**config.mk**
```make
export PLATFORM = sky130hd
export DESIGN_NAME = fcw_front
export DESIGN_NICKNAME = d
export VERILOG_FILES = /design/src/rtl/core/fcw_pkg.sv /design/src/rtl/core/fcw_front.sv
export SDC_FILE = /design/constraint.sdc
export NUM_CORES = 1
export LEC_CHECK = 0
export BUFFER_PORTS_ARGS = -buffer_cell sky130_fd_sc_hd__buf_2
export CAP_MARGIN = 10
export CORE_UTILIZATION = 52
export DETAILED_ROUTE_END_ITERATION = 10
export GPL_TIMING_DRIVEN = 0
export PLACE_DENSITY = 0.79
export RECOVER_POWER = 100
export SKIP_LAST_GASP = 1
export SYNTH_ARGS = -nofsm -noshare
export SYNTH_HDL_FRONTEND = slang
export SYNTH_SLANG_ARGS = --single-unit
```
**constraint.sdc**
```tcl
create_clock -name clock -period 5.9 [get_ports clock]
set_input_delay 1.18 -clock clock [delete_from_list [all_inputs] [get_ports clock]]
set_output_delay 1.18 -clock clock [all_outputs]
set_load 0.1 [all_outputs]
```
**src/rtl/core/fcw_pkg.sv**
```systemverilog
// Shared types and constants of the FAT12 cluster chain walker.
// Used by fcw_front, fcw_back and the top level; depends on nothing.
package fcw_pkg;

   localparam int FAT_BYTES_DEFAULT = 8192;
   localparam int QUEUE_DEPTH       = 2;

   localparam logic [31:0] DATA_START_RESET    = 32'd16896;
   localparam logic [16:0] CLUSTER_BYTES_RESET = 17'd512;

   // request commands
   localparam logic [1:0] CMD_LOAD   = 2'd0;
   localparam logic [1:0] CMD_OPEN   = 2'd1;
   localparam logic [1:0] CMD_NEXT   = 2'd2;
   localparam logic [1:0] CMD_UNUSED = 2'd3;

   // register indexes
   localparam logic [1:0] CSR_DATA_START    = 2'd0;
   localparam logic [1:0] CSR_CLUSTER_BYTES = 2'd1;

   // FAT12 link values
   localparam logic [11:0] LINK_RESERVED = 12'hFF0;
   localparam logic [11:0] LINK_END      = 12'hFF8;
   localparam logic [11:0] LINK_FREE     = 12'h000;
   localparam logic [11:0] CLUSTER_FIRST = 12'd2;

   typedef struct packed {
      logic [1:0]  cmd;
      logic [12:0] fat_byte_index;
      logic [7:0]  fat_byte_value;
      logic [11:0] start_cluster;
      logic [31:0] file_bytes;
      logic        deleted_flag;
   } fcw_entry_type;

   typedef struct packed {
      logic          valid;
      fcw_entry_type entry;
   } fcw_head_type;

   typedef struct packed {
      logic        valid;
      logic [1:0]  index;
      logic [31:0] wdata;
   } fcw_csr_type;

endpackage

```
**src/rtl/core/fcw_front.sv**
```systemverilog
// Front end: accepts requests, drops unused commands, queues the rest.
// Depends on fcw_pkg.
module fcw_front (
   input  logic                  clock,
   input  logic                  reset,
   input  logic                  req_valid,
   output logic                  req_stall,
   input  logic [1:0]            req_cmd,
   input  logic [12:0]           req_fat_byte_index,
   input  logic [7:0]            req_fat_byte_value,
   input  logic [11:0]           req_start_cluster,
   input  logic [31:0]           req_file_bytes,
   input  logic                  req_deleted_flag,
   output fcw_pkg::fcw_head_type head,
   input  logic                  pop
);

   localparam int DEPTH = fcw_pkg::QUEUE_DEPTH;
   localparam int PW    = (DEPTH > 1) ? $clog2(DEPTH) : 1;
   localparam int CW    = $clog2(DEPTH + 1);
   localparam logic [PW-1:0] LAST_PTR = PW'(DEPTH - 1);
   localparam logic [CW-1:0] FULL_CNT = CW'(DEPTH);

   fcw_pkg::fcw_entry_type entries_ff [DEPTH];
   logic [PW-1:0] wr_ptr_ff, wr_ptr_in;
   logic [PW-1:0] rd_ptr_ff, rd_ptr_in;
   logic [CW-1:0] count_ff, count_in;
   logic          push;
   fcw_pkg::fcw_entry_type new_entry;

   assign req_stall = (count_ff == FULL_CNT);
   // unused command is taken and dropped here
   assign push = req_valid && !req_stall && (req_cmd != fcw_pkg::CMD_UNUSED);

   assign new_entry.cmd            = req_cmd;
   assign new_entry.fat_byte_index = req_fat_byte_index;
   assign new_entry.fat_byte_value = req_fat_byte_value;
   assign new_entry.start_cluster  = req_start_cluster;
   assign new_entry.file_bytes     = req_file_bytes;
   assign new_entry.deleted_flag   = req_deleted_flag;

   assign head.valid = (count_ff != '0);
   assign head.entry = entries_ff[rd_ptr_ff];

   always_comb begin
      wr_ptr_in = wr_ptr_ff;
      rd_ptr_in = rd_ptr_ff;
      count_in  = count_ff;
      if (push) begin
         wr_ptr_in = (wr_ptr_ff == LAST_PTR) ? '0 : PW'(wr_ptr_ff + 1'b1);
      end
      if (pop) begin
         rd_ptr_in = (rd_ptr_ff == LAST_PTR) ? '0 : PW'(rd_ptr_ff + 1'b1);
      end
      case ({push, pop})
         2'b10:   count_in = CW'(count_ff + 1'b1);
         2'b01:   count_in = CW'(count_ff - 1'b1);
         default: count_in = count_ff;
      endcase
   end

   always_ff @(posedge clock) begin
      if (reset) begin
         wr_ptr_ff <= '0;
         rd_ptr_ff <= '0;
         count_ff  <= '0;
      end else begin
         wr_ptr_ff <= wr_ptr_in;
         rd_ptr_ff <= rd_ptr_in;
         count_ff  <= count_in;
      end
   end

   always_ff @(posedge clock) begin
      if (push) begin
         entries_ff[wr_ptr_ff] <= new_entry;
      end
   end

   a_count_range: assert property (@(posedge clock) disable iff (reset)
      count_ff <= FULL_CNT)
      else $error("queue count above depth");

   a_pop_nonempty: assert property (@(posedge clock) disable iff (reset)
      pop |-> (count_ff != '0))
      else $error("pop from empty queue");

   a_push_count: assert property (@(posedge clock) disable iff (reset)
      (push && !pop) |=> (count_ff == CW'($past(count_ff) + 1'b1)))
      else $error("push lost in queue count");

endmodule

```
; Word-level counts from Yosys, hierarchy flattened
; Memory sizes are Yosys's and may differ from the RTL's. A register that Yosys moved wholly into a read port is not among the register bits.
; Index checks and enable logic that the tools add are counted.
[totals]
reg_bits = 4
mem_bits_rw = 136
out_inout_bits = 70
word_cells = 24
n_memories = 1
[classes]
add_sub_neg = 4
n_eq_ne = 4
mux = 7
n_reduce_logical = 5
[mem_list]
columns = name, words, width, rd, rd_clocked_by_memory_dff, wr, line_no
row1 = entries_ff, 2, 68, 1, 1, 1, fcw_front.sv:24  ; fcw_pkg::fcw_entry_type entries_ff [DEPTH];
[ops]
columns = cell, count
row1 = $mux W1, 6
row2 = $eq A2 B2 Y1 const B, 2
row3 = $pmux W2 S2, 1
row4 = $reduce_bool A2 Y1, 2
row5 = $add A1 B1 Y1 const B, 2
row6 = $add A2 B1 Y2 const B, 1
row7 = $eq A2 B1 Y1 const B, 1
row8 = $logic_and A1 B1 Y1, 2
row9 = $ne A2 B2 Y1 const B, 1
row10 = $sub A2 B1 Y2 const B, 1
row11 = $logic_not A1 Y1, 1

; Logic depth before layout (Yosys ltp)
[logic_depth]
word_depth = 6
ltp_mapped = 6

; Least setup slack after synthesis
; No wires, ideal clock.
[synth_timing]
path_kind = input-to-reg
startpoint = input port req_cmd[0]
endpoint = memory entries_ff[0][0] in the netlist's numbering (enable)
setup_time_ns = 0.495
t_arrival_ns = 4.229
setup_slack_ns = 1.176
stages = 3
path_buffers = 0
cell_sequence = nand2_1 -> nand3b_1 -> nor2_1
[synth_via]
elab_chain_len = 4
[synth_rtl]
columns = item, line_no
row1 = start: declaration, fcw_front.sv:8  ; input logic [1:0] req_cmd,
row2 = $ne A2 B2 Y1, fcw_front.sv:33  ; assign push = req_valid && !req_stall && (req_cmd != fcw_pkg::CMD_UNUSED);
row3 = $logic_and A1 B1 Y1, fcw_front.sv:33
row4 = $mux W1, fcw_front.sv:75  ; if (push) begin
row5 = $mux W1 (implied by the code), fcw_front.sv:76  ; entries_ff[wr_ptr_ff] <= new_entry;
row6 = end: declaration, fcw_front.sv:24
; No other way between the ends.

; Worst setup path in the final report
[layout_timing]
startpoint = input port req_cmd[0]
endpoint = memory entries_ff[0][20] in the netlist's numbering (enable)
; Same word-level chain as after synthesis.

==> qor.txt <==
Seq cells post-synth: 141
Sequential share of the synthesized area: 81.6%
Failing checks: max-capacitance violations, max-slew violations
Peak supply drop: 296 uV
Final Slew Violations: 80
Die span in y: 101 um
CTS resizes: 0
Tot Pwr: 2920 uW
Period utilization: 67.3%
Least-Margin Pin Slew: 1.76 ns
Slowest CP cell: nor2_1
Critical path capture point type: flip-flop
Pint: 1910 uW
Switching Share: 34.5%
Synthesis-to-finish area growth: 26.3%
Worst skew pair latency: 0.50 ns
Drt total wl: 8600 um
FMAX: 0.252 GHz
Remaining antenna violation count: 0
FILL cells: 678
Starting Density: 54.5%
Area taken by multi-input logic gates: 882 um2
DRT Pass-1 Iters: 4
Final setup violating endpoints: 0
Total net switching power: 1010 uW
Gate Count Post-Synth: 237
CP Max Fanout: 28
Final Hold Violating Endpoints: 0
Status: complete, but fails checks
Number of synthesized flops with an enable pin: 136
TritonCTS buffer count: 17
Type of origin of the critical path: input pin
Die Area: 10300 um2
Remaining Overflow, GRT: 0
RSZ-0062 raised after global routing: no
CP required: 6.09 ns
Minimum clock period: 3.97 ns
Register area: 4180 um2
Leak: 0.00220 uW
Area of the core: 9420 um2
Slew Limit Headroom: -18.0%
CP Class: in -> reg
PD cells: 452 nW/um2
CTS tree: built
Unique cell type count in the Yosys netlist: 18
Post-DP HPWL: 5830 um
Final Wtd Congestion: 0.681
Vias in the first global route: 2737
Async SR Flop Fraction: 0%
Clock power frac: 34.8%
Row count: 35
MaxCap Viol Count: 3
CP max stage delay: 1.33 ns
CTS H-tree lvls: 4
# port buffers: 141
Post-CTS Setup Bufs: 0
Num ports: 142
Clock sink total: 141
Worst Path Arrival: 4.17 ns
Cts hold-fix bufs: 0
Final design utilization: 68.8%
Post-route clock skew: 0.00758 ns
Syn Nets: 310
Avg Cell Area, Syn: 21.6 um2
DR WL/cell: 15.8 um
Layout Nets: 474
Gate power share: 23.8%
Die Width: 101 um
Total GRT Usage: 17.5%
Worst hold-check path type: reg -> reg
First-pass GRT wire length: 13000 um
Critical-path cell list: clkbuf_1, nand2_1, nand3b_1, nor2_1, clkbuf_1, buf_12
Worst hold slack: 0.535 ns
Layout cell share with drive strength beyond 1: 35.5%
Via count: 2704
Initial DRC count: 116
DRC: 0
Antenna cells: 0
Clock Tree Buf Depth: 2
Mapped Area: 5130 um2
Largest net degree at the start of global routing: 29
Synth warn: 0
Top FF cell, synth: edfxtp_1
Via density: 4.98
Initial antenna violation count: 0
Most used cell, CP: clkbuf_1
CTS root buffer: clkbuf_8
Clock-pin slew on the worst setup and hold paths: 0.06 ns
Part of the power in registers: 41.4%
## per-stage QoR
stage	cell area [um2]	TNS (ns)	instances	setup slack, ns
floorplan	5130	0	237	1.18
global placement	5990	-74.19	507	-0.548
detailed placement	6100	0	511	2.86
CTS	6670	0	543	2.61
global route	6470	0	543	1.57
finish	6470	0	543	1.93
## layout make-up
cell class | instances | area share (%)
Buffer | 8 | 0.812
Clock buffer | 18 | 6.46
Clock inverter | 14 | 2.44
Inverter | 1 | 0.0580
Multi-Input combinational cell | 87 | 13.6
Sequential cell | 141 | 64.6
Tap cell | 129 | 2.49
Timing Repair Buffer | 145 | 9.49
## worst max-delay path, delay by kind of cell
| family | cells | cell delay [ns] |
|---|---|---|
| AND/OR/NAND/NOR | 3 | 1.54 |
| buffers and inverters | 3 | 1.42 |
## kinds of logic (layout without fill, tap and decap cells)
family	count (synthesis)	count (layout)	synth area share, %
fa+ha+maj	1	1	0.244
flops	141	141	81.6
compound gates	2	2	0.195
xor+xnor	3	3	0.513
mux	69	69	15.2
simple gates	12	12	1.10
buf+inv	9	186	1.20
## path summary, 6_finish.rpt
| kind | depth (start not counted) | start | endpoint | slack (ns) |
|---|---|---|---|---|
| max | 6 | req_cmd[0] | entries_ff[0][20]$_DFFE_PP_ | 1.93 |
| min | 2 | count_ff[1]$_SDFFE_PP0P_ | count_ff[1]$_SDFFE_PP0P_ | 0.53 |
| max reg2reg | 5 | count_ff[0]$_SDFFE_PP0P_ | entries_ff[0][20]$_DFFE_PP_ | 2.21 |
| min reg2reg | 2 | count_ff[1]$_SDFFE_PP0P_ | count_ff[1]$_SDFFE_PP0P_ | 0.53 |
## sequential cells by signal, indices dropped and copies added (netlist names), named ones only
| signal | count |
|---|---|
| rd_ptr_ff | 1 |
| entries_ff | 136 |
| wr_ptr_ff | 1 |
| count_ff | 2 |
## synth_stat cells, types with 2 or more instances
cell,instances,share of area [%]
mux2_2,69,15
dfxtp_1,5,2.0
buf_6,3,0.66
edfxtp_1,136,80
xnor2_1,2,0.34
nor2_1,7,0.51
buf_2,4,0.39
## metal layers
layer / global-route usage (%) / up-vias / wire [um]
li1: - / 1268 / -
met1: 19.5 / 1316 / 3450
met2: 29.9 / 112 / 4350
met3: 6.76 / 8 / 731
met4: 7.69 / 0 / 64
met5: 0 / - / 0
## cells in the final DEF, fill, tap and decap left out, drive strengths merged
cell type and count:
inv 8, xor2 1, nand3b 1, dfxtp 5, xnor2 2, clkinvlp 4, or2 1, nor2 7
clkinv 1, nand2 1, ha 1, clkbuf 124, bufinv 2, a21oi 1, edfxtp 136, or3 1
mux2 69, o21ai 1, nor2b 1, buf 47
## power groups by stage
stage / sequential [uW] / combinational (uW) / clock, uW
6_report: 1210 / 697 / 1020
5_1_grt: 1220 / 723 / 1080
3_3_place_gp: 1240 / 707 / 0
4_1_cts: 1210 / 733 / 1040
2_1_floorplan: 1230 / 608 / 0
3_5_place_dp: 1230 / 731 / 0
(Power assumes the default switching activity.)
